File: src/design/pde_pkg.sv
// Package for the platform device enumerator.
// Holds the table record type, request and status codes and the register map.
// No dependencies.
`default_nettype none

package pde_pkg;

  typedef struct packed {
    logic [31:0] id;
    logic [31:0] base;
    logic [31:0] size;
    logic [7:0]  irq;
    logic [7:0]  irq_span;
    logic [7:0]  name_len;
  } entry_t;

  typedef enum logic [1:0] {
    OP_ADD   = 2'd0,
    OP_READ  = 2'd1,
    OP_WRITE = 2'd2,
    OP_NONE  = 2'd3
  } op_t;

  localparam logic [1:0] ST_OK         = 2'd0;
  localparam logic [1:0] ST_BAD_OFFSET = 2'd1;
  localparam logic [1:0] ST_BAD_VALUE  = 2'd2;
  localparam logic [1:0] ST_FULL       = 2'd3;

  localparam logic [11:0] REG_OP        = 12'h000;
  localparam logic [11:0] REG_NAME_ADDR = 12'h004;
  localparam logic [11:0] REG_NAME_LEN  = 12'h008;
  localparam logic [11:0] REG_ID        = 12'h00c;
  localparam logic [11:0] REG_BASE      = 12'h010;
  localparam logic [11:0] REG_SIZE      = 12'h014;
  localparam logic [11:0] REG_IRQ       = 12'h018;
  localparam logic [11:0] REG_IRQ_COUNT = 12'h01c;

  localparam logic [31:0] RD_ADD_DEVICE = 32'd8;
  localparam logic [31:0] RD_DONE       = 32'd0;

  localparam logic CFG_FIRST_BASE = 1'b0;
  localparam logic CFG_FIRST_IRQ  = 1'b1;

endpackage

`default_nettype wire

File: src/design/pde_ram.sv
// Generic single-port-write, single-port-read RAM with a registered read.
// Used for the device table of the platform device enumerator; no dependencies.
`default_nettype none

module pde_ram #(
  parameter int WIDTH = 8,
  parameter int DEPTH = 16,
  localparam int AW = (DEPTH > 1) ? $clog2(DEPTH) : 1
) (
  input  wire logic                  clk,
  input  wire logic                  we,
  input  wire logic [AW-1:0]         waddr,
  input  wire logic [WIDTH-1:0]      wdata,
  input  wire logic [AW-1:0]         raddr,
  output logic      [WIDTH-1:0]      rdata
);

  logic [WIDTH-1:0] mem [DEPTH];

  always_ff @(posedge clk) begin
    if (we) begin
      mem[waddr] <= wdata;
    end
    rdata <= mem[raddr];
  end

endmodule

`default_nettype wire

File: src/design/platform_device_enumerator_top.sv
// Top level of the platform device enumerator: sequencer, allocators and table.
// Depends on pde_pkg and on pde_ram for the device table.
//
// A request is taken when the block is idle and its result is handed on
// through an output register, so a new request may be taken while a result
// still waits there. An add, a field read or a register write steps through
// S_EXEC and S_EMIT, where it waits until the output register is free. A read
// of the op register also passes through S_SKIP, which steps over every
// already reported entry of the walk, testing one reported flag per cycle.
// The device records live in a RAM whose registered read port always
// follows the walk cursor.
`default_nettype none

module platform_device_enumerator_top
  import pde_pkg::*;
#(
  parameter int MAX_DEVICES = 16
) (
  input  wire logic        clk,
  input  wire logic        rst,
  input  wire logic        cfg_we,
  input  wire logic        cfg_index,
  input  wire logic [31:0] cfg_wdata,
  input  wire logic        in_valid,
  output logic             in_ready,
  input  wire logic [1:0]  op,
  input  wire logic [11:0] offset,
  input  wire logic [31:0] wdata,
  input  wire logic [31:0] new_id,
  input  wire logic [31:0] new_base,
  input  wire logic [31:0] new_size,
  input  wire logic [7:0]  new_irq,
  input  wire logic [7:0]  new_irq_count,
  input  wire logic [7:0]  new_name_len,
  output logic             out_valid,
  input  wire logic        out_ready,
  output logic [31:0]      rdata,
  output logic             irq_level,
  output logic [1:0]       status,
  output logic [31:0]      assigned_base,
  output logic [7:0]       assigned_irq
);

  localparam int IDXW = (MAX_DEVICES > 1) ? $clog2(MAX_DEVICES) : 1;
  localparam int CNTW = $clog2(MAX_DEVICES + 1);

  typedef enum logic [3:0] {
    S_IDLE = 4'b0001,
    S_EXEC = 4'b0010,
    S_SKIP = 4'b0100,
    S_EMIT = 4'b1000
  } state_t;

  state_t state;

  logic [31:0] first_base;
  logic [7:0]  first_irq;
  logic [31:0] next_base;
  logic [7:0]  next_irq;

  logic [CNTW-1:0]        count;
  logic [IDXW-1:0]        cursor;
  logic                   cursor_valid;
  logic [MAX_DEVICES-1:0] reported;
  logic                   irq_line;

  op_t         req_op;
  logic [11:0] req_offset;
  logic [31:0] req_wdata;
  logic [31:0] req_id;
  logic [31:0] req_base;
  logic [31:0] req_size;
  logic [7:0]  req_irq;
  logic [7:0]  req_irq_span;
  logic [7:0]  req_name_len;

  logic [31:0] res_rdata;
  logic [1:0]  res_status;
  logic [31:0] res_abase;
  logic [7:0]  res_airq;

  entry_t          ram_d;
  entry_t          ram_q;
  logic            ram_we;
  logic            full;
  logic            auto_base;
  logic            auto_irq;
  logic [31:0]     add_base;
  logic [7:0]      add_irq;
  logic [CNTW-1:0] cursor_inc;
  logic            cursor_has_next;
  logic            emit_go;

  assign in_ready = (state == S_IDLE);

  always_comb begin
    full            = (count == CNTW'(MAX_DEVICES));
    auto_base       = (req_base == 32'd0);
    auto_irq        = (req_irq == 8'd0) && (req_irq_span != 8'd0);
    add_base        = auto_base ? next_base : req_base;
    add_irq         = auto_irq ? next_irq : req_irq;
    cursor_inc      = CNTW'(cursor) + 1'b1;
    cursor_has_next = (cursor_inc < count);
    ram_we          = (state == S_EXEC) && (req_op == OP_ADD) && !full;
    emit_go         = (state == S_EMIT) && (!out_valid || out_ready);
    ram_d.id        = req_id;
    ram_d.base      = add_base;
    ram_d.size      = req_size;
    ram_d.irq       = add_irq;
    ram_d.irq_span  = req_irq_span;
    ram_d.name_len  = req_name_len;
  end

  pde_ram #(
    .WIDTH($bits(entry_t)),
    .DEPTH(MAX_DEVICES)
  ) u_table (
    .clk  (clk),
    .we   (ram_we),
    .waddr(count[IDXW-1:0]),
    .wdata(ram_d),
    .raddr(cursor),
    .rdata(ram_q)
  );

  always_ff @(posedge clk) begin
    if (rst) begin
      state        <= S_IDLE;
      first_base   <= '0;
      first_irq    <= '0;
      next_base    <= '0;
      next_irq     <= '0;
      count        <= '0;
      cursor       <= '0;
      cursor_valid <= 1'b0;
      reported     <= '0;
      irq_line     <= 1'b0;
      out_valid    <= 1'b0;
    end else begin
      if (emit_go) begin
        out_valid <= 1'b1;
      end else if (out_ready) begin
        out_valid <= 1'b0;
      end

      unique case (state)
        S_IDLE: begin
          if (in_valid) begin
            req_op        <= op_t'(op);
            req_offset    <= offset;
            req_wdata     <= wdata;
            req_id        <= new_id;
            req_base      <= new_base;
            req_size      <= new_size;
            req_irq       <= new_irq;
            req_irq_span  <= new_irq_count;
            req_name_len  <= new_name_len;
            res_rdata     <= '0;
            res_status    <= ST_OK;
            res_abase     <= '0;
            res_airq      <= '0;
            state         <= S_EXEC;
          end
        end

        S_EXEC: begin
          state <= ((req_op == OP_READ) && (req_offset == REG_OP)) ? S_SKIP : S_EMIT;
          unique case (req_op)
            OP_ADD: begin
              if (full) begin
                res_status <= ST_FULL;
              end else begin
                count                      <= count + 1'b1;
                reported[count[IDXW-1:0]]  <= 1'b0;
                res_abase                  <= add_base;
                res_airq                   <= add_irq;
                if (auto_base) begin
                  next_base <= next_base + req_size;
                end
                if (auto_irq) begin
                  next_irq <= next_irq + req_irq_span;
                end
              end
            end
            OP_READ: begin
              unique case (req_offset)
                REG_OP: begin
                  // Mark the current device reported and step on or end the walk, or else restart it.
                  if (cursor_valid) begin
                    reported[cursor] <= 1'b1;
                    if (cursor_has_next) begin
                      cursor <= cursor_inc[IDXW-1:0];
                    end else begin
                      cursor_valid <= 1'b0;
                    end
                  end else if (count != '0) begin
                    cursor       <= '0;
                    cursor_valid <= 1'b1;
                  end
                end
                REG_NAME_LEN:  res_rdata <= cursor_valid ? 32'(ram_q.name_len) : '0;
                REG_ID:        res_rdata <= cursor_valid ? ram_q.id : '0;
                REG_BASE:      res_rdata <= cursor_valid ? ram_q.base : '0;
                REG_SIZE:      res_rdata <= cursor_valid ? ram_q.size : '0;
                REG_IRQ:       res_rdata <= cursor_valid ? 32'(ram_q.irq) : '0;
                REG_IRQ_COUNT: res_rdata <= cursor_valid ? 32'(ram_q.irq_span) : '0;
                default:       res_status <= ST_BAD_OFFSET;
              endcase
            end
            OP_WRITE: begin
              if (req_offset == REG_OP) begin
                if (req_wdata == 32'd0) begin
                  reported     <= '0;
                  cursor       <= '0;
                  cursor_valid <= 1'b0;
                  irq_line     <= (count != '0);
                end else begin
                  res_status <= ST_BAD_VALUE;
                end
              end else if (req_offset != REG_NAME_ADDR) begin
                res_status <= ST_BAD_OFFSET;
              end
            end
            default: res_status <= ST_BAD_VALUE;
          endcase
        end

        S_SKIP: begin
          if (cursor_valid && reported[cursor]) begin
            if (cursor_has_next) begin
              cursor <= cursor_inc[IDXW-1:0];
            end else begin
              cursor_valid <= 1'b0;
            end
          end else begin
            res_rdata <= cursor_valid ? RD_ADD_DEVICE : RD_DONE;
            if (!cursor_valid) begin
              irq_line <= 1'b0;
            end
            state <= S_EMIT;
          end
        end

        S_EMIT: begin
          if (emit_go) begin
            rdata         <= res_rdata;
            irq_level     <= irq_line;
            status        <= res_status;
            assigned_base <= res_abase;
            assigned_irq  <= res_airq;
            state         <= S_IDLE;
          end
        end

        default: state <= S_IDLE;
      endcase

      // Both allocators restart from the register values on any register write.
      if (cfg_we) begin
        unique case (cfg_index)
          CFG_FIRST_BASE: begin
            first_base <= cfg_wdata;
            next_base  <= cfg_wdata;
            next_irq   <= first_irq;
          end
          CFG_FIRST_IRQ: begin
            first_irq <= cfg_wdata[7:0];
            next_irq  <= cfg_wdata[7:0];
            next_base <= first_base;
          end
          default: ;
        endcase
      end
    end
  end

  a_count_bound: assert property (@(posedge clk) disable iff (rst)
    count <= CNTW'(MAX_DEVICES))
    else $error("device count beyond table depth");

  a_cursor_in_table: assert property (@(posedge clk) disable iff (rst)
    cursor_valid |-> (CNTW'(cursor) < count))
    else $error("cursor points past the last device");

  a_full_status: assert property (@(posedge clk) disable iff (rst)
    (out_valid && (status == ST_FULL)) |-> full)
    else $error("table full reported while space remains");

  a_accept_exec: assert property (@(posedge clk) disable iff (rst)
    (in_valid && in_ready) |=> (state == S_EXEC))
    else $error("accepted request not executed");

endmodule

`default_nettype wire
File: config.mk
export PLATFORM = sky130hd
export DESIGN_NAME = platform_device_enumerator_top
export DESIGN_NICKNAME = d
export VERILOG_FILES = /design/src/design/pde_pkg.sv /design/src/design/pde_ram.sv /design/src/design/platform_device_enumerator_top.sv
export SDC_FILE = /design/constraint.sdc
export NUM_CORES = 2
export LEC_CHECK = 0
export ABC_CLOCK_PERIOD_IN_PS = 25500
export BUFFER_PORTS_ARGS = -buffer_cell sky130_fd_sc_hd__buf_2
export CAP_MARGIN = 40
export CORE_MARGIN = 2
export CORE_UTILIZATION = 35
export DETAILED_ROUTE_END_ITERATION = 6
export HOLD_SLACK_MARGIN = 0.15
export PLACE_DENSITY = 0.48
export RECOVER_POWER = 25
export SETUP_SLACK_MARGIN = 0.3
export SYNTH_ARGS = -nofsm -noshare
export SYNTH_HDL_FRONTEND = slang
export SYNTH_SLANG_ARGS = --single-unit
File: constraint.sdc
create_clock -name clk -period 25.5 [get_ports clk]
set_input_delay 2.55 -clock clk [delete_from_list [all_inputs] [get_ports clk]]
set_output_delay 2.55 -clock clk [all_outputs]
set_load 0.02 [all_outputs]
* After elaboration in Yosys (flattened, before gate mapping) *
Memory sizes are Yosys's and may differ from the RTL's. A register that Yosys moved wholly into a read port is not among the register bits.
Cells that the tools add are included.

word-level totals
  memories = 1
  word-level logic and storage cells = 217
  register bits = 427
  latch bits = 0
  bits in read-only memories = 0
  memory bits (writable) = 1920
  output and inout bits = 77

cells by class
  multiply operators = 0
  shift-type cells = 0
  add/sub/neg operators = 4
  order comparisons = 5
  bitwise logic cells = 6
  mux-type cells = 87
  reduce and logical (&&, ||, !) cells = 43
  equality and inequality tests = 42
  div/mod/pow operators = 0

memories
  name         words  width  rd ports  clocked after Yosys merged registers in  write ports  RTL line       source
  u_table.mem  16     120    1         1                                        1            pde_ram.sv:18  logic [WIDTH-1:0] mem [DEPTH];

operators with widths
  kind                   number
  $mux W32               14
  $pmux W32 S6           1
  $pmux W32 S2           2
  $mux W8                12
  $pmux W32 S3           1
  $mux W16               5
  $logic_not A32 Y1      2
  $eq A12 B5 Y1 const B  4
  $mux W4                12
  $pmux W16 S3           1
  $add A32 B32 Y32       1
  $pmux W8 S2            2
  $reduce_and A7 Y1      4
  $eq A12 B4 Y1 const B  2
  $ne A2 B2 Y1 const B   12
  $mux W1                20
  $and A16 B16 Y16       1
  $not A16 Y16           1
  $or A16 B16 Y16        1
  $pmux W4 S2            2
  $pmux W4 S4            1
  $reduce_bool A2 Y1     7
  $logic_not A12 Y1      1
  $mux W2                6
  other kinds (41)       72

* Longest topological paths before layout *
  word-level depth = 8
  mapped depth = 14

* Hierarchy *
Synthesis repeated with hierarchy kept, for this count alone.

unflattened totals
  cell total of the unflattened synthesis = 4566
  area, all modules = 92545.0 µm²

by module, submodules not included
  module                          times used  area an instance (µm²)  seq. area each (µm²)  cells each
  pde_ram                         1           74008.5                 60057.6               3066
  platform_device_enumerator_top  1           18536.5                 11701.2               1500

* Worst setup path after synthesis *
OpenSTA, ideal clock, no wires.

  path kind = input to register
  start point = input port rst
  end point = register req_base[0], enable pin
  stages on the path = 4
  slack = 14.781 ns
  path buffers = 3
  required time = 24.806 ns
  arrival = 10.025 ns
  library setup time = 0.694 ns
  cell sequence = clkbuf_1 -> clkbuf_1 -> clkbuf_1 -> nor2_1

between the ends
  cells in the longest elaborated chain, start to end = 2

ends and longest elaborated chain
  item                                RTL line                               source
  start: declaration                  platform_device_enumerator_top.sv:20   input wire logic rst,
  $not A1 Y1 (no source line)         n/a
  $reduce_and A3 Y1 (no source line)  n/a
  end signal: assignment              platform_device_enumerator_top.sv:153  req_base <= new_base;
  end: declaration                    platform_device_enumerator_top.sv:71   logic [31:0] req_base;

Every way passes these cells.
A chain may end at the register's enable or synchronous reset.

* Worst setup path in the final report *
  start point = register count[0]
  end point = memory u_table.mem[6][64] in the netlist's numbering, enable pin

between the ends
  cells in the longest elaborated chain, start to end = 5

ends and longest elaborated chain
  item                           RTL line                               source
  start: declaration             platform_device_enumerator_top.sv:61   logic [CNTW-1:0] count;
  start signal: assignment       platform_device_enumerator_top.sv:173  count <= count + 1'b1;
  $eq A5 B5 Y1                   platform_device_enumerator_top.sv:97   full = (count == CNTW'(MAX_DEVICES));
  $logic_not A1 Y1               platform_device_enumerator_top.sv:104  ram_we = (state == S_EXEC) && (req_op == OP_ADD) && !full;
  $logic_and A1 B1 Y1            platform_device_enumerator_top.sv:104
  $mux W1                        pde_ram.sv:21                          if (we) begin
  $mux W1 (not written as such)  pde_ram.sv:22                          mem[waddr] <= wdata;
  end: declaration               pde_ram.sv:18

Parallel ways exist; a longest one is shown, timed or not.

==> summary.md <==
| Metric | Value |
|---|---|
| Setup WS pre-CTS | 20.09 ns |
| RSZ-0062 raised after global routing | no |
| EDFF count, synth | ~2,200 |
| Overall Global Routing Usage | a little under a fifth |
| Area after DPL | 99,710 um2 |
| Core Rows | approximately 190 |
| Fraction of layout cells with a size suffix above 1 | between 20 and 30% |
| Fillers | 23,390 |
| Power density over cell area | around 80 nW/um2 |
| Initial antenna violation count | 22 |
| Met2 GRT Util | between 30% and 40% |
| Part of the power in the clock network | 45.6% |
| Die area | 269,200 um2 |
| Critical path capture point type | flip-flop |
| Number of synthesized register bits | 2,467 |
| Dpl cells | between 8,000 and 9,000 |
| Final Worst Setup Slack | about 20 ns |
| Comb pwr share | 2.2% |
| Drt wl/cell | 30.48 um |
| Post-CTS Resized | 0 |
| CTS tree | done |
| Total grt overflow | 0 |
| Syn_area_per_cell | 21.68 um2 |
| Final hold vios | 0 |
| Final Util | 41.08% |
| Max Cap Violations | 0 |
| Root Driver | clkbuf_16 |
| Clk_lat worst skew | 0.94 ns |
| Post-route ant nets | 0 |
| Final Max Tran Viols | 0 |
| Sw frac | approximately a fifth |
| Clk slew on worst S/H paths | about 0.06 ns |
| Final setup fails | 0 |
| RePlAce Congestion | 0.7837 |
| Final period util | 19.54% |
| Synth area leader | edfxtp_1 |
| Setup bufs post-CTS | 0 |
| # clock sinks | 2,467 |
| Max H-tree Level | 5 |
| DR vias | between 40,000 and 50,000 |
| Worst setup SP type | flip-flop |
| Post-synth top area share | approximately 72% |
| Wire length of the first global-routing pass | around 370,000 um |
| Mapped Nets | 4,539 |
| Vias in the first global route | 46,960 |
| Fin area | 108,600 um2 |
| Worst-path maximum fanout | 37 |
| Residual DRC | 0 |
| Hold Crit Class | reg -> reg |
| Hpwl dp | 150,700 um |
| Cell Int Power | 0.006867 W |
| Layout Skew | 0.04880 ns |
| Routed WL | 259,300 um |
| Pleak | 34.16 nW |
| Io pins | 281 |
| Unique cell type count in the Yosys netlist | 71 |
| Switching power total | 0.001769 W |
| Critical path class | reg -> reg |
| Initial DRC Count | between 4,000 and 5,000 |
| Worst vdd ir | 64.50 uV |
| Synth top cells by count | 2,235 x edfxtp_1, 612 x mux4_2, 232 x dfxtp_1, 144 x clkbuf_1, 128 x nand2_1 |
| Fmax | 0.2007 GHz |
| Drt pass-1 iters | 6 |
| Critical path data arrival time | 5.56 ns |
| Vias per cell | ~5.3 |
| Status | complete, no violations |
| Top-count cell post-synth | edfxtp_1 |
| Sequential Power Share | 52.2% |
| YS warnings | 0 |
| Critical path required time | 26.07 ns |
| Final instance count without filler cells | 8,507 |
| Chip width | 518.8 um |
| Setup TNS | 0 ns |
| Worst Max-Slew Pin Slew | 0.9919 ns |
| # hold bufs at CTS | 0 |
| TritonCTS buffer count | 285 |
| Initial core utilization | 35.09% |
| Met1 GRT Util | 26.72% |
| Seq/Total Area, Yosys | 77.35% |
| Final nets | 5,016 |
| Die Y | slightly above 500 um |
| Main area contributors after synthesis | edfxtp_1 72%, mux4_2 15%, dfxtp_1 5.0% |
| Area delta synth->final | 17.08% |
| Largest net degree at the start of global routing | 129 |
| Grt met3 use | 3.308% |
| Slew HR | 33.87% |
| Ys flop type | edfxtp_1 |
| Core ar. | 264,400 um2 |
| Global route hottest layer | met2 |
| Synth Cell Area | 92,770 um2 |
| Tmin final | 4.983 ns |
| Cell count after synthesis | 4,279 |
| Async SR Flop Fraction | 0% |
| Clock Tree Buf Depth | 4 |
| Port buffer count | 280 |
[logic make-up (layout without fill, tap and decap cells)]
logic type | count (synthesis) | in the layout | share of synthesized area [%]
other | 0 | 14 | 0
adders and majority gates | 56 | 56 | 0.7715
and+or+nand+nor | 425 | 425 | 2.254
DFF | 2467 | 2467 | 77.35
muxes | 654 | 654 | 15.32
xor gates and xnor gates | 32 | 32 | 0.3021
buffers and inverters | 247 | 928 | 1.029
AOI/OAI and AO/OA | 398 | 398 | 2.975
[flip-flops by register name, summed over array words and instances (netlist names), 5 cells and up]
| name | count |
|---|---|
| u_table.mem | 1920 |
| u_table.rdata | 120 |
| assigned_base | 32 |
| first_base | 32 |
| next_base | 32 |
| rdata | 32 |
| req_base | 32 |
| req_id | 32 |
| req_size | 32 |
| req_wdata | 32 |
| res_abase | 32 |
| res_rdata | 32 |
| reported | 16 |
| req_offset | 12 |
| assigned_irq | 8 |
| first_irq | 8 |
| next_irq | 8 |
| req_irq | 8 |
| req_irq_span | 8 |
| req_name_len | 8 |
| res_airq | 8 |
| count | 5 |
[power groups by stage]
stage | clock [W] | sequential [W] | combinational [W]
CTS | 0.00403 | 0.00451 | 0.000190
floorplan | 0 | 0.00457 | 0.0000990
detailed placement | 0 | 0.00460 | 0.000189
finish | 0.00394 | 0.00451 | 0.000187
global placement | 0 | 0.00460 | 0.000181
global route | 0.00419 | 0.00451 | 0.000206
[through the flow]
stage	hold slack, ns	power (W)
CTS	0.4145	0.008732
floorplan	0.4003	0.004672
detailed placement	0.4054	0.004784
finish	0.4131	0.008636
global route	0.4133	0.008909
global placement	0.4002	0.004776
[path summary, 6_finish.rpt]
path	from	end	slack [ns]	cells after the start
max	count[0]$_SDFFE_PP0P_	u_table.mem[6][64]$_DFFE_PP_	20.52	11
min	res_rdata[21]$_DFFE_PP_	rdata[21]$_DFFE_PP_	0.41	0
max reg2reg	count[0]$_SDFFE_PP0P_	u_table.mem[6][64]$_DFFE_PP_	20.52	11
min reg2reg	res_rdata[21]$_DFFE_PP_	rdata[21]$_DFFE_PP_	0.41	0
[worst max-delay path, stage by stage (launching register included)]
cell,delay [ns]
dfxtp_1,0.42
inv_1,0.11
ha_1,0.28
a31oi_1,0.26
and2_1,0.16
buf_4,0.26
nand2_1,0.28
nor2_4,0.74
buf_4,0.56
buf_4,0.76
buf_4,0.41
buf_16,0.31
[routing by layer]
metal  vias to the layer above  wire length, um
li1                      18920                -
met1                     24330           113400
met2                      1342           126500
met3                       288            14320
met4                         4             5061
met5                         -               23
[layout by cell type, fill, tap and decap left out, types with 13 or more instances in the layout]
| cell type | Yosys | routed |
|---|---|---|
| nor2_1 | 116 | 97 |
| clkinv_1 | 0 | 46 |
| mux2i_1 | 37 | 37 |
| a211oi_1 | 52 | 52 |
| buf_12 | 0 | 21 |
| a221oi_1 | 15 | 15 |
| a31oi_1 | 18 | 18 |
| a21o_1 | 52 | 52 |
| dfxtp_1 | 232 | 229 |
| buf_16 | 0 | 25 |
| ha_1 | 54 | 54 |
| clkbuf_16 | 0 | 291 |
| nor3_1 | 19 | 17 |
| a222oi_1 | 24 | 24 |
| and2_1 | 45 | 45 |
| o21a_1 | 14 | 14 |
| nand3_1 | 17 | 17 |
| buf_2 | 16 | 278 |
| bufinv_16 | 0 | 23 |
| mux4_2 | 612 | 612 |
| edfxtp_1 | 2235 | 2235 |
| nor2_4 | 1 | 19 |
| diode_2 | 0 | 14 |
| o21ai_0 | 46 | 46 |
| clkbuf_1 | 144 | 67 |
| a21oi_1 | 108 | 107 |
| buf_4 | 0 | 75 |
| nor4_1 | 21 | 21 |
| xnor2_1 | 24 | 24 |
| clkinv_2 | 0 | 40 |
| nand2_1 | 128 | 128 |
| and3_1 | 16 | 16 |
| inv_1 | 29 | 29 |
| clkbuf_8 | 0 | 13 |
[layout make-up]
| type | count | area, um2 | share of cell area, % |
|---|---|---|---|
| flip-flops and latches | 2467 | 71770 | 66.08 |
| multi-input cells | 1565 | 20250 | 18.64 |
| clock buffers | 365 | 7690 | 7.080 |
| well taps | 3533 | 4420 | 4.070 |
| repair buffers | 407 | 3115 | 2.868 |
| clock inverters | 126 | 1216 | 1.120 |
| inverters | 30 | 120.1 | 0.1106 |
| diodes | 14 | 35.03 | 0.03225 |
Note: power is estimated with default switching activity, not from simulation.
